**src/design/range_table_offset_lookup_assert.svh**
```systemverilog
// assertion macros for the range table offset lookup block
// expects clk and arst_n in the scope of the module that uses them
`ifndef RANGE_TABLE_OFFSET_LOOKUP_ASSERT_SVH
`define RANGE_TABLE_OFFSET_LOOKUP_ASSERT_SVH

// condition holds at every clock edge out of reset
`define RTOL_ASSERT_HOLDS(label, cond) \
	label: assert property (@(posedge clk) disable iff (!arst_n) (cond)) \
		else $error("rtol: invariant violated");

// consequence holds in the same cycle as the antecedent
`define RTOL_ASSERT_IMPLIES(label, ante, cons) \
	label: assert property (@(posedge clk) disable iff (!arst_n) (ante) |-> (cons)) \
		else $error("rtol: same-cycle check failed");

// consequence holds in the cycle after the antecedent
`define RTOL_ASSERT_NEXT(label, ante, cons) \
	label: assert property (@(posedge clk) disable iff (!arst_n) (ante) |=> (cons)) \
		else $error("rtol: next-cycle check failed");

`endif

```
**src/design/rtol_pkg.sv**
```systemverilog
// shared sizes, codes and types for the range table offset lookup block
// no dependencies
`timescale 1ns / 1ps

package rtol_pkg;

	// table sizes
	localparam int MAX_REGIONS = 16;
	localparam int MAX_ENTRIES = 64;

	localparam int RIDX_W = (MAX_REGIONS > 1) ? $clog2(MAX_REGIONS) : 1;
	localparam int RCNT_W = $clog2(MAX_REGIONS + 1);
	localparam int ECNT_W = $clog2(MAX_ENTRIES + 1);

	// function codes
	localparam logic FUNC_LOOKUP = 1'b0;
	localparam logic FUNC_INSERT = 1'b1;

	// result status codes
	localparam logic [1:0] STATUS_DONE    = 2'd0;
	localparam logic [1:0] STATUS_OVERLAP = 2'd1;
	localparam logic [1:0] STATUS_FULL    = 2'd2;

	// one distance region
	typedef struct packed {
		logic [15:0] lo;
		logic [15:0] hi;
	} region_t;

	// one height entry
	typedef struct packed {
		logic [RIDX_W-1:0] owner;
		logic [15:0]       hlo;
		logic [15:0]       hhi;
		logic [15:0]       pitch;
		logic [15:0]       yaw;
	} entry_t;

	// transaction token walking the cell rows; a lookup carries its point as lo = hi
	typedef struct packed {
		logic              insert;
		logic [15:0]       dlo;
		logic [15:0]       dhi;
		logic [15:0]       hlo;
		logic [15:0]       hhi;
		logic [15:0]       pitch;
		logic [15:0]       yaw;
		logic              found;
		logic [RIDX_W-1:0] ridx;
		logic              hit;
	} token_t;

endpackage

```
**src/design/rtol_region_cell.sv**
```systemverilog
// one distance region cell: holds a region and tests the passing token against it
// depends on rtol_pkg
`timescale 1ns / 1ps

module rtol_region_cell (
	input  logic                       clk,
	input  logic                       arst_n,
	input  logic                       live,
	input  logic [rtol_pkg::RIDX_W-1:0] idx,
	input  logic                       we,
	input  rtol_pkg::region_t          wr_data,
	input  logic                       valid_i,
	input  rtol_pkg::token_t           tok_i,
	output logic                       valid_o,
	output rtol_pkg::token_t           tok_o
);

	rtol_pkg::region_t region_q;
	rtol_pkg::token_t  tok_next;
	rtol_pkg::token_t  tok_q;
	logic              valid_q;
	logic              match;

	// stored region, written on append
	always_ff @(posedge clk) begin
		if (we) begin
			region_q <= wr_data;
		end
	end

	// first overlapping region claims the token
	always_comb begin
		match = live && !tok_i.found && (region_q.lo <= tok_i.dhi) && (tok_i.dlo <= region_q.hi);
		tok_next = tok_i;
		if (match) begin
			tok_next.found = 1'b1;
			tok_next.ridx  = idx;
		end
	end

	// hand token to the next cell
	always_ff @(posedge clk or negedge arst_n) begin
		if (!arst_n) begin
			valid_q <= 1'b0;
		end else begin
			valid_q <= valid_i;
		end
	end

	always_ff @(posedge clk) begin
		tok_q <= tok_next;
	end

	assign valid_o = valid_q;
	assign tok_o   = tok_q;

endmodule

```
**config.mk**
```make
export PLATFORM = sky130hd
export DESIGN_NAME = rtol_region_cell
export DESIGN_NICKNAME = d
export VERILOG_FILES = /design/src/design/range_table_offset_lookup_assert.svh /design/src/design/rtol_pkg.sv /design/src/design/rtol_region_cell.sv
export SDC_FILE = /design/constraint.sdc
export NUM_CORES = 1
export LEC_CHECK = 0
export BUFFER_PORTS_ARGS = -buffer_cell sky130_fd_sc_hd__clkbuf_2
export CAP_MARGIN = 20
export CORE_UTILIZATION = 30
export CTS_BUF_LIST = sky130_fd_sc_hd__clkbuf_8
export DETAILED_ROUTE_END_ITERATION = 8
export PLACE_DENSITY = 0.59
export SLEW_MARGIN = 40
export SYNTH_ARGS = -nofsm -noshare
export SYNTH_HDL_FRONTEND = slang
export SYNTH_SLANG_ARGS = --single-unit
```
**constraint.sdc**
```tcl
create_clock -name clk -period 5.4 [get_ports clk]
set_clock_uncertainty 0.15 [all_clocks]
set_input_delay 0.54 -clock clk [delete_from_list [all_inputs] [get_ports clk]]
set_output_delay 0.54 -clock clk [all_outputs]
set_load 0.02 [all_outputs]
```
# ---- After elaboration in Yosys (flattened, before gate mapping)
# Index checks and enable logic that the tools add are counted.
# Widths: inputs -> output; s select.
dict set report totals {
  register_bits 136
  word_cells 20
  output_inout_bits 104
  inputBits 144
}
dict set report op_classes {
  mux 1
  magnitude_cmp 2
  reduce_logical 4
}
# op n
set ops {}
lappend ops {{$le 16x16->1} 2}
lappend ops {{$mux 4} 1}
lappend ops {{$logic_and 1x1->1} 3}
lappend ops {{$logic_not 1->1} 1}

# ---- Depth between registers and ports, before layout
# Gate-level depths: netlist (run 1).
dict set report depth {
  word_depth 5
  mapped_depth 8
  depth_no_buf 8
}

# ---- Worst setup path after synthesis (run 1)
# OpenSTA, ideal clock, no wires.
dict set report synth_timing {
  path_kind {in2reg}
  from {input tok_i[77] (netlist name)}
  to {register tok_q (netlist bit tok_o[1])}
  arrival_ns 2.367
  stages 8
  required_ns 5.129
  setup_time_ns 0.121
  path_slack_ns 2.762
  path_cell_list {inv_1 > ha_1 > a21oi_1 > o21ai_0 > a221o_1 > a211o_1 > a221oi_4 > mux2_2}
}
# item line_no
set synth_rtl {}
lappend synth_rtl {{from (decl)} rtol_region_cell.sv:13} ;# input rtol_pkg::token_t tok_i,
lappend synth_rtl {{to (signal assigned)} rtol_region_cell.sv:51} ;# tok_q <= tok_next;
lappend synth_rtl {{to (decl)} rtol_region_cell.sv:20} ;# rtol_pkg::token_t tok_q;

==> impl_metrics.py, run 1 <==
metrics = {
    "pwr": {
        "p_int_uw": 1620,
        "switching_share_pct": 25.9,
        "design_power_total_uw": 2190,
        "ir_drop_v": 0.000215,
        "p_clk_share_pct": 38.4,
        "p_leak_uw": 0.00299,
        "p_per_area_nw_per_um2": 377,
        "share_comb_of_total_power_pct": 10.5,
        "p_seq_share_pct": 51.1,
        "power_switching_uw": 566,
    },
    "global_route": {
        "grt.overflow.total": 0,
        "track_usage_pct": 14.6,
        "grt_pass1_vias": 2869,
        "grt_pass1_wl_mm": 13.9,
        "grt_max_degree": 33,
        "antenna_found_initial": 0,
    },
    "cts": {
        "clockBufferDepth": 2,
        "cts_root_buf": "clkbuf_8",
        "cts-resized-gates": 0,
        "insertion_delay_ps": 440,
        "cts.clk_slew.worst_paths_ps": 90,
        "cts.sinks": 136,
        "cts_buffers": 17,
        "post_cts_buffers": 0,
        "tritoncts": "done",
        "htreeDepth": 4,
    },
    "critical_path": {
        "r2r_end": "tok_o[2]",
        "cp.depth": 7,
        "cp-startpoint": "region_q[23]",
        "cpPeakStageDelay_ps": 390,
        "cp_max_fo": 5,
        "crit_required_ps": 5570,
        "crit_type": "reg2reg",
        "crit_path_top_delay_cell": "a221oi_4",
        "cp.arrival_ps": 2800,
        "crit_chain": "ha_1 > a21oi_1 > o21ai_0 > a221o_1 > a211o_1 > a221oi_4 > mux2_2",
        "r2r_start": "region_q[23]",
        "worst_setup_path_start_kind": "flop",
        "r2r_slack_ps": 2770,
        "path_buf_inv": 0,
        "critPathCaptureType": "flop",
        "worst_r2r_path_depth": 7,
        "crit_family": "compound AO/OA/AOI/OAI gates",
        "crit_path_end": "tok_o[2]",
    },
    "timing": {
        "report.final.slew_viol_count": 0,
        "rsz0062_at_grt": "false",
        "fin_crit_ps": 2630,
        "finalSetupTns_ps": 0,
        "hold_viol": 0,
        "finalCritPeriodShare_pct": 48.7,
        "max_freq_mhz": 380,
        "slew_headroom_pct": 48.2,
        "setup_viol": 0,
        "worst_pin_slew_ps": 777,
    },
    "min_path": {
        "hp-class": "in2reg",
    },
    "logic_synthesis": {
        "synthCells": 254,
        "synth-seq-area-share_pct": 77.6,
        "syn-num-nets": 430,
        "synthArstFlopShare_pct": 0.735,
        "syn_area_um2": 3930,
        "synth_warnings": 0,
        "synth_flop_cell": "dfxtp_1",
        "synth_seq_cells": 136,
        "syn_avg_cell_area_um2": 15.5,
        "synth-edff-count": 32,
        "ys_types": 26,
    },
    "placement": {
        "dp_hpwl_mm": 7.92,
        "io_buffers": 247,
        "place_congestion": 0.793,
    },
    "finish": {
        "fin_util_pct": 45.9,
        "fin_nets": 700,
        "mostFrequentLayoutCells": "clkbuf_2 (246), dfxtp_1 (103), inv_1 (34)",
        "fillers": 1220,
        "seqCellArea_um2": 3050,
        "num_antenna_cells": 0,
        "area_growth_pct": 48.1,
        "final_common_cell": "clkbuf_2",
        "multi_input_area_um2": 754,
        "drive_gt1_share_pct": 52.9,
    },
    "floorplanning": {
        "pin_count": 248,
        "die-height_um": 116,
        "fp.dieW_um": 116,
        "fp-row-count": 41,
        "core-area_um2": 12700,
        "initial_core_util_pct": 31.0,
        "dieArea_um2": 13500,
    },
    "drt": {
        "drc": 0,
        "first_iter_violations": 102,
        "via_per_inst": 4.06,
        "drt-total-wl_mm": 9.71,
        "ant_nets": 0,
        "vias": 2876,
        "post_drt_wl_per_cell_um": 13.7,
        "drt-pass1-iter-count": 4,
    },
    "outcome": {
        "outcome": "finished, final reports clean",
    },
    "run": {
        "drv_cap": 0,
    },
}
## sequential cells by signal (all words and copies together) (netlist names)
| signal | cells |
|---|---|
| tok_o | 103 |
| valid_o | 1 |
| region_q | 32 |
## Yosys cell counts (all sizes together), types with 2 or more instances
| master | n | area [um2] |
|---|---|---|
| nand3 | 4 | 20.0 |
| nand4 | 6 | 37.5 |
| a221o | 2 | 20.0 |
| inv | 33 | 124 |
| mux2 | 4 | 45.0 |
| o21ai | 2 | 10.0 |
| dfxtp | 103 | 2060 |
| a21o | 2 | 15.0 |
| a221oi | 2 | 35.0 |
| a211o | 2 | 17.5 |
| a21oi | 11 | 55.1 |
| nand2 | 6 | 22.5 |
| edfxtp | 32 | 961 |
| nor2 | 3 | 11.3 |
| ha | 32 | 400 |
## metrics by stage
step	instances	setup WS [ps]	hold slack [ps]	instance area, um2
finish	709	2770	39.1	5820
global route	709	2630	1.26	5820
floorplan	254	2760	94.4	3930
detailed placement	673	2450	186	5380
CTS	706	2740	0.295	5790
global placement	673	2500	185	5380
## worst min-delay path by stage
stage,start,cells after the start,endpoint
finish,tok_i[38],1,tok_o[38]
global route,tok_i[13],1,tok_o[13]
CTS,tok_i[38],1,tok_o[38]
detailed placement,arst_n,1,valid_o
global placement,arst_n,1,valid_o
floorplan,arst_n,0,valid_o
## cell families (layout without fill, tap and decap cells)
| group | count (synthesis) | in the layout | synth area share, % |
|---|---|---|---|
| AOI/OAI and AO/OA | 22 | 22 | 4.08 |
| DFF | 136 | 136 | 77.6 |
| adders and majority gates | 32 | 32 | 10.2 |
| and+or+nand+nor | 27 | 27 | 3.79 |
| muxes | 4 | 4 | 1.15 |
| buffers and inverters | 33 | 316 | 3.15 |
## power by group through the flow
stage	Combinational, uW	Sequential (uW)	Clock [uW]
2_1_floorplan	55.8	1200	0
3_3_place_gp	228	1140	0
3_5_place_dp	231	1140	0
4_1_cts	233	1120	867
5_1_grt	254	1130	915
6_report	230	1120	840
## metal layers
metal | wire (um) | track usage (%)
met2 | 5160 | 25.2
met4 | 282 | 9.49
met3 | 907 | 7.27
met5 | 0 | 0
met1 | 3370 | 13.8
## repair_timing
item / CTS / global route
hold buffers: 1 / 3
endpoints found under the setup margin: 0 / 0
endpoints found under the hold margin: 1 / 3
## area by class of cell
class / count / area share, %
flip-flops and latches: 136 / 52.4
repair buffers: 251 / 21.9
multi-input cells: 85 / 13.0
clock buffers: 17 / 4.02
well taps: 172 / 3.70
clock inverters: 15 / 2.82
inverters: 33 / 2.13
No activity file was read; power rests on OpenSTA's default activity.
==> run 2, diff against run 1 <==
clock period = 2.6 ns   (was 5.4 ns; I/O delays follow)
==> run 2 against run 1 <==
The flow now stops in clock tree synthesis. Synthesized cell count unchanged. Synthesized area unchanged.
==> impl_metrics.py, run 2 <==
metrics = {
    "logic_synthesis": {
        "synth_most_common_cell": "dfxtp_1",
        "synth_warnings": 0,
        "synth_commonest_cells": "dfxtp_1 (103), inv_1 (33), edfxtp_1 (32), ha_1 (32), a21oi_1 (11)",
        "synth-seq-area-share_pct": 77.6,
        "synth-edff-count": 32,
        "syn_area_um2": 3930,
        "syn-num-nets": 430,
        "yosysTopAreaCellShare_pct": 52.5,
        "ys_types": 26,
        "synthTopCellsByArea": "dfxtp_1 (53%), edfxtp_1 (24%), ha_1 (10%)",
        "synth_seq_cells": 136,
        "synthCells": 254,
        "synthArstFlopShare_pct": 0.735,
        "synth_largest_area_cell": "dfxtp_1",
        "synth_flop_cell": "dfxtp_1",
        "syn_avg_cell_area_um2": 15.5,
    },
    "cts": {
        "clockBufferDepth": 2,
        "cts_root_buf": "clkbuf_8",
        "cts.sinks": 136,
        "htreeDepth": 4,
        "cts-resized-gates": 2,
        "ctsHoldBuffers": 142,
        "post_cts_buffers": 1,
        "cts_buffers": 17,
    },
    "outcome": {
        "haltStage": "clock tree synthesis",
        "outcome": "stopped before the end",
        "error": "[ERROR RSZ-0060] Max buffer count reached.",
    },
    "floorplanning": {
        "die-height_um": 116,
        "fp-row-count": 41,
        "pin_count": 248,
        "initial_core_util_pct": 31.0,
        "fp.dieW_um": 116,
    },
    "placement": {
        "dp_hpwl_mm": 8.00,
        "io_buffers": 247,
        "place_congestion": 0.779,
    },
}
run 2: cell counts after synthesis:
No cell type changed its count.
run 2: kinds of logic after synthesis:
group	count (synthesis)	share of synthesized area, %
multiplexers	4	1.15
buffers and inverters	33	3.15
AO/OA/AOI/OAI	22	4.08
AND/OR/NAND/NOR	27	3.79
adder cells (fa/ha/maj)	32	10.2
flip-flops	136	77.6
run 2: stage by stage:
stage	instances	worst slack [ps]	cell area (um2)	utilization [%]
floorplan	254	184	3930	-
global placement	674	-75.5	5390	42.5
detailed placement	674	-106	5390	42.5
==> run 3, diff against run 2 <==
CORE_UTILIZATION = 20   (was 30)
CTS_BUF_LIST = unset   (was sky130_fd_sc_hd__clkbuf_8)
PLACE_DENSITY = unset   (was 0.59)
PLACE_DENSITY_LB_ADDON = 0.15   (was unset)
==> run 3 against run 2 <==
The run now ends clean.
==> impl_metrics.py, run 3 (synthesis gave the netlist of run 1 again) <==
metrics = {
    "drt": {
        "vias": 3462,
        "via_per_inst": 3.68,
        "post_drt_wl_per_cell_um": 12.6,
        "first_iter_violations": 53,
        "drt-total-wl_mm": 11.8,
        "drc": 0,
        "ant_nets": 0,
        "drt-pass1-iter-count": 4,
    },
    "cts": {
        "cts.sinks": 136,
        "cts_root_buf": "clkbuf_16",
        "tritoncts": "done",
        "cts_buffers": 17,
        "insertion_delay_ps": 410,
        "cts.clk_slew.worst_paths_ps": 60,
        "htreeDepth": 4,
        "clockBufferDepth": 2,
    },
    "placement": {
        "place_congestion": 0.760,
        "dpl.cell_count": 766,
        "io_buffers": 247,
        "place_ws_ps": -97.6,
        "dp_hpwl_mm": 8.41,
    },
    "timing": {
        "worst_pin_slew_ps": 525,
        "max_freq_mhz": 397,
        "fin_crit_ps": 2520,
        "finalCritPeriodShare_pct": 97.0,
        "slew_headroom_pct": 65.0,
        "hold_viol": 0,
        "report.final.slew_viol_count": 0,
        "fin_ws_ps": 79.0,
        "finalSetupTns_ps": 0,
        "rsz0062_at_grt": "true",
        "setup_viol": 0,
    },
    "finish": {
        "final_common_cell": "clkbuf_2",
        "num_antenna_cells": 0,
        "area_growth_pct": 94.6,
        "drive_gt1_share_pct": 44.4,
        "fin_nets": 845,
        "fin_cells": 942,
        "fin_util_pct": 40.3,
        "mostFrequentLayoutCells": "clkbuf_2 (246), dlygate4sd3_1 (142), dfxtp_1 (103)",
        "largest_reg_flops": 103,
    },
    "min_path": {
        "hp-class": "in2reg",
    },
    "global_route": {
        "grt.overflow.total": 0,
        "grt_max_degree": 18,
        "antenna_found_initial": 0,
        "track_usage_pct": 11.8,
        "grt_pass1_wl_mm": 17.5,
        "grt_pass1_vias": 3728,
    },
    "critical_path": {
        "cpPeakStageDelay_ps": 420,
        "worst_setup_path_start_kind": "flop",
        "critPathCaptureType": "flop",
        "crit_chain": "ha_4 > or3b_1 > a221o_1 > a211o_1 > a221oi_4 > buf_6 > mux2_2",
        "cp.arrival_ps": 2680,
        "crit_type": "reg2reg",
        "crit_path_top_delay_cell": "edfxtp_1",
        "cp_max_fo": 5,
        "crit_required_ps": 2760,
    },
    "floorplanning": {
        "core-area_um2": 19000,
        "pin_count": 248,
        "fp.dieW_um": 142,
        "die-height_um": 142,
        "fp-row-count": 50,
        "dieArea_um2": 20200,
        "initial_core_util_pct": 20.7,
    },
    "pwr": {
        "p_leak_uw": 0.00369,
        "ir_drop_v": 0.000437,
        "p_per_area_nw_per_um2": 687,
        "design_power_total_uw": 5250,
    },
    "outcome": {
        "outcome": "finished, final reports clean",
    },
    "run": {
        "drv_cap": 0,
    },
}
[run 3: worst paths after layout]
path / slack, ps / cells past startpoint / end / start
worst max-delay path: 80 / 7 / tok_o[1] / region_q[31]
worst min-delay path: 270 / 1 / tok_o[74] / tok_i[74]
worst max register to register: 80 / 7 / tok_o[1] / region_q[31]
worst min register to register: 960 / 6 / tok_o[4] / region_q[7]
max in group asynchronous: 1670 / 3 / valid_o / arst_n
min in group asynchronous: 530 / 3 / valid_o / arst_n
[run 3: layer usage]
layer / GRT usage, % / part of all wire [%] / up-vias
li1: - / - / 1713
met1: 11.3 / 37 / 1580
met2: 21.4 / 52 / 158
met3: 5.35 / 8.9 / 11
met4: 5.94 / 1.4 / 0
met5: 0 / 0 / -
[run 3: cell type report]
cell class	instances	area, um2
clock buffers	18	429
clock inverters	14	115
fillers	1844	11300
inverters	33	124
multi-input cells	85	872
flip-flops and latches	136	3050
well taps	260	325
repair buffers	396	2730
[run 3: worst max-delay path: cells and delay by family (launching register included)]
kind                       cells  cell delay (ps)
adders and majority gates      1              170
AOI/OAI and AO/OA              3              840
DFF                            1              420
and+or+nand+nor                1              350
muxes                          1              320
buffers and inverters          1              160
[run 3: timing repair]
action,in CTS,in global routing
hold endpoints to repair,137,0
buffers inserted,1,2
setup endpoints to repair,4,4
resized for setup,1,16
hold buffers,142,0
pin swaps,3,9
[run 3: report_power, final]
part / switching [uW] / internal (uW) / total (uW)
logic: 323 / 366 / 688
clock network: 984 / 1250 / 2230
registers: 36.3 / 2300 / 2330
total: 1340 / 3910 / 5250
[run 3: stage by stage]
step	hold WS, ps	cell area (um2)
global route	268	7640
floorplan	-186	3930
detailed placement	-111	5540
global placement	-110	5540
CTS	296	7520
finish	273	7640
==> run 4, diff against run 3 <==
CORE_UTILIZATION = 42   (was 20)
==> run 4 against run 3 <==
Synthesized cell count unchanged. Synthesized area unchanged. The flow now stops in clock tree synthesis.
==> impl_metrics.py, run 4 <==
metrics = {
    "logic_synthesis": {
        "synthTopCellsByArea": "dfxtp_1 (53%), edfxtp_1 (24%), ha_1 (10%)",
        "synth_flop_cell": "dfxtp_1",
        "synthArstFlopShare_pct": 0.735,
        "synth_most_common_cell": "dfxtp_1",
        "synth-seq-area-share_pct": 77.6,
        "synth_commonest_cells": "dfxtp_1 (103), inv_1 (33), edfxtp_1 (32), ha_1 (32), a21oi_1 (11)",
        "synthCells": 254,
        "syn-num-nets": 430,
        "synth_warnings": 0,
        "synth_largest_area_cell": "dfxtp_1",
        "ys_types": 26,
        "synth-edff-count": 32,
        "syn_avg_cell_area_um2": 15.5,
        "syn_area_um2": 3930,
        "yosysTopAreaCellShare_pct": 52.5,
        "synth_seq_cells": 136,
    },
    "floorplanning": {
        "fp-row-count": 34,
        "fp.dieW_um": 98.7,
        "pin_count": 248,
        "die-height_um": 98.7,
        "initial_core_util_pct": 44.2,
    },
    "placement": {
        "io_buffers": 247,
        "dpl.cell_count": 609,
        "place_congestion": 0.740,
        "place_ws_ps": -56.8,
        "dp_hpwl_mm": 7.49,
    },
    "cts": {
        "ctsHoldBuffers": 129,
        "cts.sinks": 136,
        "cts_buffers": 17,
        "htreeDepth": 4,
        "cts_root_buf": "clkbuf_8",
        "cts-resized-gates": 0,
        "post_cts_buffers": 0,
        "clockBufferDepth": 2,
    },
    "outcome": {
        "haltStage": "clock tree synthesis",
        "outcome": "stopped before the end",
        "error": "[ERROR RSZ-0060] Max buffer count reached.",
    },
}
-- run 4: kinds of logic after synthesis --
| family | synth area share (%) |
|---|---|
| AO/OA/AOI/OAI | 4.08 |
| adder cells (fa/ha/maj) | 10.2 |
| buffers and inverters | 3.15 |
| flip-flops | 77.6 |
| multiplexers | 1.15 |
| AND/OR/NAND/NOR | 3.79 |
-- run 4: per-stage QoR --
step	TNS [ps]	util, %	area (um2)
floorplan	0	-	3930
global placement	0	59.6	5300
detailed placement	-205	59.6	5300
