**src/design/range_table_offset_lookup_assert.svh**
```systemverilog
// assertion macros for the range table offset lookup block
// expects clk and arst_n in the scope of the module that uses them
`ifndef RANGE_TABLE_OFFSET_LOOKUP_ASSERT_SVH
`define RANGE_TABLE_OFFSET_LOOKUP_ASSERT_SVH

// condition holds at every clock edge out of reset
`define RTOL_ASSERT_HOLDS(label, cond) \
	label: assert property (@(posedge clk) disable iff (!arst_n) (cond)) \
		else $error("rtol: invariant violated");

// consequence holds in the same cycle as the antecedent
`define RTOL_ASSERT_IMPLIES(label, ante, cons) \
	label: assert property (@(posedge clk) disable iff (!arst_n) (ante) |-> (cons)) \
		else $error("rtol: same-cycle check failed");

// consequence holds in the cycle after the antecedent
`define RTOL_ASSERT_NEXT(label, ante, cons) \
	label: assert property (@(posedge clk) disable iff (!arst_n) (ante) |=> (cons)) \
		else $error("rtol: next-cycle check failed");

`endif

```
**src/design/rtol_pkg.sv**
```systemverilog
// shared sizes, codes and types for the range table offset lookup block
// no dependencies
`timescale 1ns / 1ps

package rtol_pkg;

	// table sizes
	localparam int MAX_REGIONS = 16;
	localparam int MAX_ENTRIES = 64;

	localparam int RIDX_W = (MAX_REGIONS > 1) ? $clog2(MAX_REGIONS) : 1;
	localparam int RCNT_W = $clog2(MAX_REGIONS + 1);
	localparam int ECNT_W = $clog2(MAX_ENTRIES + 1);

	// function codes
	localparam logic FUNC_LOOKUP = 1'b0;
	localparam logic FUNC_INSERT = 1'b1;

	// result status codes
	localparam logic [1:0] STATUS_DONE    = 2'd0;
	localparam logic [1:0] STATUS_OVERLAP = 2'd1;
	localparam logic [1:0] STATUS_FULL    = 2'd2;

	// one distance region
	typedef struct packed {
		logic [15:0] lo;
		logic [15:0] hi;
	} region_t;

	// one height entry
	typedef struct packed {
		logic [RIDX_W-1:0] owner;
		logic [15:0]       hlo;
		logic [15:0]       hhi;
		logic [15:0]       pitch;
		logic [15:0]       yaw;
	} entry_t;

	// transaction token walking the cell rows; a lookup carries its point as lo = hi
	typedef struct packed {
		logic              insert;
		logic [15:0]       dlo;
		logic [15:0]       dhi;
		logic [15:0]       hlo;
		logic [15:0]       hhi;
		logic [15:0]       pitch;
		logic [15:0]       yaw;
		logic              found;
		logic [RIDX_W-1:0] ridx;
		logic              hit;
	} token_t;

endpackage

```
**src/design/rtol_entry_cell.sv**
```systemverilog
// one height entry cell: holds an entry and tests the passing token against it
// depends on rtol_pkg
`timescale 1ns / 1ps

module rtol_entry_cell (
	input  logic             clk,
	input  logic             arst_n,
	input  logic             live,
	input  logic             we,
	input  rtol_pkg::entry_t wr_data,
	input  logic             valid_i,
	input  rtol_pkg::token_t tok_i,
	output logic             valid_o,
	output rtol_pkg::token_t tok_o
);

	rtol_pkg::entry_t entry_q;
	rtol_pkg::token_t tok_next;
	rtol_pkg::token_t tok_q;
	logic             valid_q;
	logic             match;

	// stored entry, written on append
	always_ff @(posedge clk) begin
		if (we) begin
			entry_q <= wr_data;
		end
	end

	// first entry of the chosen region whose height range meets the token
	always_comb begin
		match = live && tok_i.found && !tok_i.hit && (entry_q.owner == tok_i.ridx)
			&& ($signed(entry_q.hlo) <= $signed(tok_i.hhi))
			&& ($signed(tok_i.hlo) <= $signed(entry_q.hhi));
		tok_next = tok_i;
		if (match) begin
			tok_next.hit = 1'b1;
			if (!tok_i.insert) begin
				tok_next.pitch = entry_q.pitch;
				tok_next.yaw   = entry_q.yaw;
			end
		end
	end

	// hand token to the next cell
	always_ff @(posedge clk or negedge arst_n) begin
		if (!arst_n) begin
			valid_q <= 1'b0;
		end else begin
			valid_q <= valid_i;
		end
	end

	always_ff @(posedge clk) begin
		tok_q <= tok_next;
	end

	assign valid_o = valid_q;
	assign tok_o   = tok_q;

endmodule

```
**config.mk**
```make
export PLATFORM = sky130hd
export DESIGN_NAME = rtol_entry_cell
export DESIGN_NICKNAME = d
export VERILOG_FILES = /design/src/design/range_table_offset_lookup_assert.svh /design/src/design/rtol_pkg.sv /design/src/design/rtol_entry_cell.sv
export SDC_FILE = /design/constraint.sdc
export NUM_CORES = 1
export LEC_CHECK = 0
export BUFFER_PORTS_ARGS = -buffer_cell sky130_fd_sc_hd__buf_2
export CORE_MARGIN = 3
export CORE_UTILIZATION = 40
export CTS_CLUSTER_SIZE = 12
export DETAILED_ROUTE_END_ITERATION = 16
export PLACE_DENSITY = 0.78
export REMOVE_ABC_BUFFERS = 1
export SLEW_MARGIN = 40
export SYNTH_ARGS = -nofsm -noshare
export SYNTH_HDL_FRONTEND = slang
export SYNTH_SLANG_ARGS = --single-unit
```
**constraint.sdc**
```tcl
create_clock -name clk -period 2.8 [get_ports clk]
set_input_delay 0.56 -clock clk [delete_from_list [all_inputs] [get_ports clk]]
set_output_delay 0.56 -clock clk [all_outputs]
set_load 0.02 [all_outputs]
```
# After elaboration in Yosys (flattened, before gate mapping)
# Cells that the tools add are included.
[classes]
n_lt_le_gt_ge = 2
n_eq_ne = 1
n_mux = 2
reduce_logical = 6
[op_table]
columns = ["operator", "count"]
rows = [
  ["32-bit two-way mux", 2],
  ["16-bit <= comparator", 2],
  ["1-bit logical AND", 5],
  ["4-bit == test", 1],
  ["1-bit logical NOT", 1],
]
[word_totals]
reg_bits = 172
inputBits = 176
output_inout_bits = 104
elab_cells = 27

# Depth between registers and ports, before layout
# Gate-level depths: netlist (run 1).
[logic_depth]
word_depth = 6
depth_mapped = 9
ltp_nobuf = 8

# Worst setup path before layout (run 1)
# OpenSTA, ideal clock, no wires.
[synth_timing]
kind = "in2reg"
from = "input tok_i[53] (netlist name)"
to = "register tok_q (netlist bit tok_o[10])"
t_arrival_ns = 2.605
required_time_ns = 2.679
setup_slack_ns = 0.074
stages = 9
path_buffers = 1
cell_sequence = "inv_1 -> ha_1 -> and4_1 -> nand2_2 -> a211o_1 -> a21o_1 -> a2111oi_4 -> buf_6 -> mux2_4"
[synth_lines]
columns = ["item", "line", "rtl"]
rows = [
  ["start: declaration", "rtol_entry_cell.sv:12", "input rtol_pkg::token_t tok_i,"],
  ["end signal: assignment", "rtol_entry_cell.sv:55", "tok_q <= tok_next;"],
  ["end: declaration", "rtol_entry_cell.sv:19", "rtol_pkg::token_t tok_q;"],
]

==> results of run 1 <==
## power by group
| group | leakage [uW] | switching, uW | internal (uW) |
|---|---|---|---|
| clock network | 0.000260 | 956 | 1160 |
| logic | 0.00193 | 291 | 247 |
| registers | 0.00155 | 43.6 | 2770 |
## state kept, by name, summed over array words and instances, names as in the netlist
register,cells
entry_q,68
tok_o,103
valid_o,1
## layer usage
| metal | share of wire (%) | global-route usage [%] | vias to the layer above |
|---|---|---|---|
| li1 | - | - | 1802 |
| met2 | 52 | 29.0 | 182 |
| met3 | 8.1 | 6.22 | 23 |
| met4 | 2.6 | 8.58 | 2 |
| met1 | 37 | 16.9 | 1756 |
| met5 | 0.053 | 0 | - |
## cells by family after synthesis
logic type / Yosys count / synth area share [%]
AO/OA/AOI/OAI: 30 / 3.94
XOR/XNOR: 4 / 0.631
adder cells (fa/ha/maj): 32 / 7.21
buffers and inverters: 37 / 2.91
flip-flops: 172 / 74.3
multiplexers: 32 / 8.51
AND/OR/NAND/NOR: 25 / 2.48
## cell usage in the layout, fill, tap and decap left out, types with 3 or more instances in the layout
master / instances
a21o_1: 5
a21oi_1: 11
buf_2: 279
buf_4: 7
clkbuf_16: 18
clkinv_2: 5
clkinvlp_4: 3
dfxtp_1: 103
diode_2: 3
edfxtp_1: 68
ha_1: 32
inv_1: 34
inv_6: 4
mux2_4: 30
nand2_1: 6
nand4_1: 5
nor2_1: 3
o21a_1: 3
xnor2_1: 3
## layout make-up
class / instances / share of cell area (%)
clock inverter: 13 / 1.17
timing repair buffer: 292 / 19.7
multi-input combinational: 123 / 16.2
tap: 176 / 2.81
antenna: 3 / 0.0958
clock buffer: 19 / 5.65
inverter: 34 / 1.63
sequential: 172 / 52.7
## timing repair
item / CTS / global route
gates resized for setup: 0 / 5
hold buffers: 1 / 0
buffers inserted: 0 / 1
setup endpoints to repair: 0 / 2
endpoints found under the hold margin: 1 / 0
## path summary, 6_finish.rpt
kind,start,slack (ns),to
setup / recovery,entry_q[61],0.12,tok_o[36]
max in group asynchronous,arst_n,2.27,valid_o
hold / removal,tok_i[92],0.24,tok_o[92]
setup reg to reg,entry_q[61],0.12,tok_o[36]
min in group asynchronous,arst_n,0.45,valid_o
hold reg to reg,entry_q[28],0.47,tok_o[34]
## metrics by stage
stage / power [uW] / std cells
final: 5470 / 832
after global routing: 5690 / 830
after CTS: 5520 / 826
after detailed placement: 3410 / 793
after global placement: 3380 / 793
after floorplan: 3110 / 329
==> impl_metrics.py, run 1 <==
metrics = {
    "synth": {
        "synth_commonest_cells": "103 x dfxtp_1, 68 x edfxtp_1, 34 x inv_1",
        "synth_top_area_share_pct": 37.1,
        "ys_warn_count": 0,
        "synthMostInstantiatedCell": "dfxtp_1",
        "netlist_area_sq_um": 5560,
        "synth_seq_cells": 172,
        "ys.flop_type": "dfxtp_1",
        "synth_cell_type_count": 35,
        "synth_edf_count": 68,
        "yosysTopAreaCell": "dfxtp_1",
        "ys_seq_area_share_pct": 74.3,
        "netlist_instances": 332,
        "syn-mean-instance-area_sq_um": 16.7,
        "synth_area_leaders": "dfxtp_1 37%, edfxtp_1 37%, mux2_4 8.1%",
        "async_flop_share_pct": 0.581,
    },
    "worst_setup_path": {
        "endpoint_kind": "register",
        "slowest_delay_ns": 0.39,
        "setup.worst_path.start_class": "register",
        "crit_cells": 9,
        "crit_fanout": 16,
        "r2r_cells": 9,
        "critPathTopFamily": "compound AO/OA/AOI/OAI gates",
        "cp.required_ns": 3.10,
        "critPathKind": "register to register",
        "cp_num_buf_inv": 2,
        "cp.arrival_ns": 2.98,
        "path_cells": "ha_1 -> and4_4 -> nand2_2 -> a211o_1 -> a21o_1 -> a2111oi_4 -> buf_6 -> buf_12 -> mux2_4",
        "cp_slowest_cell": "edfxtp_1",
    },
    "floorplan": {
        "initial_core_util_pct": 41.5,
        "dieArea_sq_um": 15300,
        "die_h_um": 124,
        "io_pins": 280,
        "die_w_um": 124,
        "core_sq_um": 13400,
        "rows": 42,
    },
    "drt": {
        "detail-route-antenna-nets": 0,
        "dr.first_iter.drc_count": 136,
        "first_pass_iters": 4,
        "vias": 3765,
        "viasPerCell": 4.53,
        "wl_per_cell_um": 15.8,
        "wirelength_um": 13200,
        "drc": 0,
    },
    "cts": {
        "root_buffer": "clkbuf_16",
        "cts.path.max_buffers": 2,
        "cts_tree": "yes",
        "clk_latency_ns": 0.42,
        "numCtsBuffers": 17,
        "clk_pin_slew_ns": 0.06,
        "cts.sinks": 172,
        "h-tree-depth": 4,
    },
    "final_layout": {
        "area_delta_synth_final_pct": 41.0,
        "fin_util_pct": 58.5,
        "regArea_sq_um": 4130,
        "nets": 848,
        "nFillCells": 1071,
        "layout-drive-gt1-share_pct": 54.8,
        "multiInputGateArea_sq_um": 1270,
        "fin_area_sq_um": 7830,
    },
    "global_routing": {
        "grt.total_usage_pct": 16.5,
        "antenna_found_initial": 2,
        "grt_overflow_total": 0,
        "grt_max_degree": 69,
        "grt_pass1_vias": 4000,
        "grt_pass1_wl_um": 18700,
    },
    "power_and_ir_drop": {
        "worst_ir_drop_vdd_mv": 0.446,
        "powerDensity_nw_per_um2": 698,
        "leakagePower_uw": 0.00374,
    },
    "sta": {
        "fin_crit_ns": 2.68,
        "slew_violations": 0,
        "tns_ns": 0,
        "tightest_slew_ns": 0.497,
        "setup_ws_ns": 0.119,
        "finalSetupViolCount": 0,
        "fin_crit_sh_pct": 95.8,
        "clock.fmax_ghz": 0.373,
        "max-slew-margin-rel_pct": 66.6,
        "finalHoldViolCount": 0,
        "skew_ns": 0.00918,
        "hold_ws_ns": 0.239,
    },
    "placement": {
        "place_area_sq_um": 7230,
        "dpl.hpwl_um": 9960,
        "port_buffers": 279,
        "pre_cts_slack_ns": -0.231,
        "place.gp.congestion": 0.771,
    },
    "run_status": {
        "status": "finished, final reports clean",
    },
    "hold_path": {
        "hold-path-cell-count": 1,
        "min_path_type": "input port to register",
    },
    "job": {
        "maxCapViolCount": 0,
    },
}
No activity file was read; power rests on OpenSTA's default activity.
==> run 2: changes to the inputs <==
- ABC_AREA: default -> 1
- BUFFER_PORTS_ARGS: -buffer_cell sky130_fd_sc_hd__buf_2 -> default
- DONT_BUFFER_PORTS: default -> 1
- PLACE_DENSITY: 0.78 -> 0.6
==> impl_metrics.py, run 2 <==
metrics = {
    "synth": {
        "synth_edf_count": 68,
        "yosys.area_share.xor_xnor_pct": 0.285,
        "synth_mux_area_share_pct": 5.87,
        "synth_cell_type_count": 32,
        "netlist_area_sq_um": 6140,
        "synth_area_leaders": "dfxtp_1 34%, edfxtp_1 33%, ha_1 6.5%",
        "ys.flop_type": "dfxtp_1",
        "ys_warn_count": 0,
        "synth_top_family_by_area": "simple AND/OR/NAND/NOR gates",
        "synth-simple-area-share_pct": 13.8,
        "synth_adder_area_share_pct": 6.52,
        "synth_commonest_cells": "103 x dfxtp_1, 68 x edfxtp_1, 68 x nand2_1",
        "synthMostInstantiatedCell": "dfxtp_1",
        "netlist_instances": 478,
        "async_flop_share_pct": 0.581,
        "ys_seq_area_share_pct": 67.2,
        "synth_compound_area_share_pct": 1.51,
        "synth_seq_cells": 172,
        "syn-mean-instance-area_sq_um": 12.8,
        "yosysTopAreaCell": "dfxtp_1",
        "synth_top_area_share_pct": 33.6,
    },
    "sta": {
        "max-slew-margin-rel_pct": 69.2,
        "tightest_slew_ns": 0.459,
        "hold_ws_ns": 0.152,
        "rsz0062_at_grt": "false",
        "setup_ws_ns": 0.779,
        "slew_violations": 0,
        "clock.fmax_ghz": 0.495,
        "skew_ns": 0.0102,
        "tns_ns": 0,
        "fin_crit_ns": 2.02,
        "finalHoldViolCount": 0,
        "finalSetupViolCount": 0,
        "fin_crit_sh_pct": 72.2,
    },
    "worst_setup_path": {
        "timing.rr.end": "tok_o[30]",
        "cpMostUsedCell": "nand2_1",
        "crit_fanout": 32,
        "path_cells": "inv_1 -> ha_1 -> nand2_1 -> a21oi_1 -> nor2_1 -> nand3_1 -> nand2_1 -> nand2_1 -> nand2_1 -> nand2_2 -> nand2_4 -> buf_4 -> nand4_1 -> nand2_1",
        "r2r_cells": 14,
        "cp_slowest_cell": "edfxtp_1",
        "endpoint_kind": "register",
        "cp.arrival_ns": 2.38,
        "worstReg2RegStart": "entry_q[39]",
        "slowest_delay_ns": 0.36,
        "critPathKind": "register to register",
        "rrSetupSlack_ns": 0.78,
        "setup.worst_path.start_class": "register",
        "cp.required_ns": 3.16,
    },
    "final_layout": {
        "largest_reg_flops": 103,
        "nets": 696,
        "fin_cells": 686,
        "fin_util_pct": 46.9,
        "layout-drive-gt1-share_pct": 22.2,
        "area_delta_synth_final_pct": 12.6,
        "layout_common_cells": "103 x dfxtp_1, 68 x nand2_1, 68 x edfxtp_1, 43 x inv_1, 36 x nand4_1",
        "mostFrequentLayoutCell": "dfxtp_1",
    },
    "drt": {
        "vias": 3536,
        "dr.first_iter.drc_count": 151,
        "wl_per_cell_um": 20.3,
        "drc": 0,
        "wirelength_um": 14000,
        "viasPerCell": 5.15,
        "first_pass_iters": 4,
        "detail-route-antenna-nets": 0,
    },
    "hold_path": {
        "hold_path_end": "tok_o[79]",
        "worstHoldStart": "tok_i[79]",
        "min_path_type": "input port to register",
        "hold-path-cell-count": 0,
    },
    "cts": {
        "cts_tree": "yes",
        "cts.repair.resized": 0,
        "clk_pin_slew_ns": 0.07,
        "root_buffer": "clkbuf_16",
        "cts_setup_buffers": 0,
        "h-tree-depth": 4,
        "numCtsBuffers": 17,
        "cts_hold_buf": 1,
        "clk_latency_ns": 0.43,
        "cts.path.max_buffers": 2,
        "cts.sinks": 172,
    },
    "power_and_ir_drop": {
        "internal_power_uw": 4110,
        "pwr-share-comb_pct": 5.8,
        "powerDensity_nw_per_um2": 805,
        "p_sw_uw": 1460,
        "power_frac_seq_pct": 52.6,
        "pwr-share-clk_pct": 41.6,
        "switching_share_pct": 26.1,
        "leakagePower_uw": 0.00294,
        "worst_ir_drop_vdd_mv": 0.399,
    },
    "floorplan": {
        "die_h_um": 130,
        "die_w_um": 130,
        "initial_core_util_pct": 41.6,
        "dieArea_sq_um": 16900,
        "rows": 44,
        "io_pins": 280,
        "core_sq_um": 14800,
    },
    "placement": {
        "port_buffers": 0,
        "pre_cts_slack_ns": 0.559,
        "place.gp.congestion": 0.767,
        "place_inst": 652,
        "dpl.hpwl_um": 10200,
    },
    "global_routing": {
        "grt_max_degree": 69,
        "grt_pass1_wl_um": 19800,
        "grt_pass1_vias": 3592,
        "grt_overflow_total": 0,
        "antenna_found_initial": 0,
        "grt.total_usage_pct": 16.0,
    },
    "job": {
        "maxCapViolCount": 0,
    },
    "run_status": {
        "status": "finished, final reports clean",
    },
}
==> run 2: changes by cell type after synthesis, sizes merged, moves of 9 or more <==
cell   previous run  this run
nand2             7        99
nand4             5        36
buf               3        15
inv              34        46
nand3             1        10
nor2              3        12
==> run 2: kinds of logic after synthesis <==
| group | Yosys count |
|---|---|
| AND/OR/NAND/NOR | 161 |
| flip-flops | 172 |
| adder cells (fa/ha/maj) | 32 |
| AO/OA/AOI/OAI | 16 |
| XOR/XNOR | 2 |
| multiplexers | 32 |
| buffers and inverters | 63 |
==> run 2: cell type report <==
type,instances,area (sq um)
clock buffers,17,425
inverters,47,176
repair buffers,7,67.6
fillers,1302,7840
clock inverters,15,169
flip-flops and latches,172,4130
diodes,1,2.50
multi-input cells,243,1720
well taps,184,230
==> run 2: through the flow <==
step | total power [uW] | cell area, sq um
finish | 5570 | 6920
global route | 5800 | 6910
CTS | 5640 | 6910
detailed placement | 3320 | 6310
global placement | 3310 | 6310
floorplan | 3210 | 6020
==> run 2: worst max-delay path by stage <==
stage,to,from,depth (start not counted),slack [ns]
6_report,tok_o[30],entry_q[39],14,0.78
2_1_floorplan,tok_o[37],tok_i[3],5,0.22
3_3_place_gp,tok_o[30],tok_i[61],12,0.54
3_5_place_dp,tok_o[29],tok_i[61],12,0.56
4_1_cts,tok_o[30],entry_q[41],14,0.74
5_1_grt,tok_o[11],entry_q[39],14,0.51
==> run 2: per-layer routing <==
metal | wire (um) | global-route usage (%)
met1 | 4970 | 16.4
met2 | 7240 | 27.5
met3 | 1390 | 7.74
met4 | 342 | 7.33
met5 | 0 | 0
==> run 2: power by group through the flow <==
stage / combinational [uW] / sequential [uW] / clock [uW]
2_1_floorplan: 246 / 2970 / 0
3_3_place_gp: 317 / 2990 / 0
3_5_place_dp: 327 / 2990 / 0
4_1_cts: 330 / 2930 / 2370
5_1_grt: 375 / 2940 / 2480
6_report: 324 / 2930 / 2320
==> run 2: critical path: cells and delay by family (launching register included) <==
kind / cells / cell delay (ns)
compound gates: 1 / 0.06
fa+ha+maj: 1 / 0.23
buf+inv: 2 / 0.40
flops: 1 / 0.36
simple gates: 10 / 0.89
==> run 3: changes to the inputs <==
- ABC_AREA: 1 -> 0
- clock period: 2.8 -> 1.98 ns (I/O delays scaled with it)
==> impl_metrics.py, run 3 (synthesized netlist as in run 1, its figures left out) <==
metrics = {
    "drt": {
        "first_pass_iters": 4,
        "vias": 3028,
        "top_layer": "met5",
        "wl_met2_um": 7010,
        "dr.first_iter.drc_count": 152,
        "detail-route-antenna-nets": 0,
        "dr_wl_met3_um": 1480,
        "drc": 0,
        "viasPerCell": 4.79,
        "wl_per_cell_um": 20.7,
        "wl_met1_um": 4410,
        "wirelength_um": 13100,
    },
    "power_and_ir_drop": {
        "worst_ir_drop_vdd_mv": 1.00,
        "powerDensity_nw_per_um2": 1060,
        "leakagePower_uw": 0.00305,
    },
    "sta": {
        "rsz0062_at_grt": "true",
        "skew_ns": 0.00776,
        "clock.fmax_ghz": 0.390,
        "tightest_slew_ns": 0.269,
        "setup_ws_ns": -0.583,
        "finalSetupViolCount": 33,
        "slew_violations": 0,
        "fin_crit_ns": 2.56,
        "fin_crit_sh_pct": 129,
        "max-slew-margin-rel_pct": 81.9,
        "finalHoldViolCount": 0,
    },
    "worst_setup_path": {
        "cp.arrival_ns": 2.88,
        "endpoint_kind": "register",
        "setup.worst_path.start_class": "register",
        "crit_fanout": 8,
        "cp.required_ns": 2.29,
        "rrSetupSlack_ns": -0.58,
        "critPathKind": "register to register",
    },
    "placement": {
        "place_area_sq_um": 5840,
        "port_buffers": 0,
        "place.gp.congestion": 0.703,
        "pre_cts_slack_ns": -0.758,
        "dpl.hpwl_um": 8910,
    },
    "global_routing": {
        "grt_pass1_vias": 3320,
        "grt.total_usage_pct": 16.3,
        "grt_max_degree": 69,
        "grt_pass1_wl_um": 17900,
        "antenna_found_initial": 2,
        "grt_overflow_total": 0,
    },
    "floorplan": {
        "rows": 42,
        "core_sq_um": 13400,
        "io_pins": 280,
        "initial_core_util_pct": 41.5,
        "die_w_um": 124,
        "dieArea_sq_um": 15300,
        "die_h_um": 124,
    },
    "final_layout": {
        "largest_reg_flops": 103,
        "nFillCells": 1061,
        "regArea_sq_um": 4130,
        "fin_util_pct": 55.3,
        "layout-drive-gt1-share_pct": 22.6,
        "layout_common_cells": "103 x dfxtp_1, 72 x dlygate4sd3_1, 68 x edfxtp_1, 34 x inv_1, 32 x mux2_4",
        "multiInputGateArea_sq_um": 1390,
        "fin_area_sq_um": 7410,
        "mostFrequentLayoutCell": "dfxtp_1",
        "area_delta_synth_final_pct": 33.5,
        "nets": 650,
    },
    "run_status": {
        "violations": "setup timing",
        "status": "finished with violations",
    },
    "cts": {
        "numCtsBuffers": 17,
        "h-tree-depth": 4,
        "cts.path.max_buffers": 2,
        "cts_tree": "yes",
        "cts.sinks": 172,
        "clk_pin_slew_ns": 0.07,
        "root_buffer": "clkbuf_16",
        "clk_latency_ns": 0.42,
    },
    "job": {
        "maxCapViolCount": 0,
    },
    "hold_path": {
        "min_path_type": "input port to register",
    },
}
run 3: changes by cell type in the layout (fill, tap and decap cells not counted), sizes merged, moves of 9 or more:
cell,before,now
nand3,10,1
buf,6,21
inv,55,43
nor2,12,3
nand2,99,7
dlygate4sd3,1,72
nand4,36,5
run 3: path summary, 6_finish.rpt:
kind / to / from / cells past startpoint
setup / recovery: tok_o[33] / entry_q[61] / 9
hold reg to reg: tok_o[28] / entry_q[22] / 1
min in group asynchronous: valid_o / arst_n / 1
setup reg to reg: tok_o[33] / entry_q[61] / 9
max in group asynchronous: valid_o / arst_n / 1
hold / removal: entry_q[4] / wr_data[4] / 0
run 3: what timing repair did:
| action | in CTS | in global routing |
|---|---|---|
| hold buffers | 72 | 0 |
| pin swaps | 6 | 8 |
| gates resized for setup | 8 | 14 |
| setup endpoints to repair | 33 | 33 |
| endpoints found under the hold margin | 72 | 0 |
| gates cloned | 2 | 1 |
| buffers inserted | 4 | 4 |
run 3: per-layer routing:
layer  global-route usage (%)  up-vias
met4                     5.95        4
li1                         -     1400
met5                        0        -
met3                     9.04       13
met2                     29.6      186
met1                     15.4     1425
run 3: area by class of cell:
type	instances	share of cell area [%]
Inverter	34	1.72
Multi-Input combinational cell	123	18.7
Sequential cell	172	55.7
Clock buffer	18	6.07
Clock inverter	14	1.92
Tap cell	176	2.97
Timing Repair Buffer	94	12.9
Antenna cell	1	0.0337
run 3: through the flow:
step	hold WS, ns	power [uW]	cells	TNS [ns]
floorplan	0.100	4400	329	-56.01
detailed placement	0.100	4510	516	-22.86
CTS	0.0425	7870	626	-21.45
finish	0.0650	7840	632	-18.21
global route	0.0313	8160	631	-21.51
global placement	0.100	4500	516	-22.64
run 3: worst max-delay path: stages, from the launching register on:
cell and delay (ns):
edfxtp_1 0.42, ha_4 0.29, and4_4 0.22, nand2_2 0.06, a211o_1 0.24, a21o_1 0.21
a2111oi_4 0.32, buf_4 0.22, clkbuf_16 0.18, mux2_4 0.30
run 3: report_power, final:
part	total, uW	switching [uW]	internal, uW	leakage (uW)
combinational	443	164	278	0.00122
sequential	4150	232	3920	0.00155
clock	3240	1490	1760	0.000291
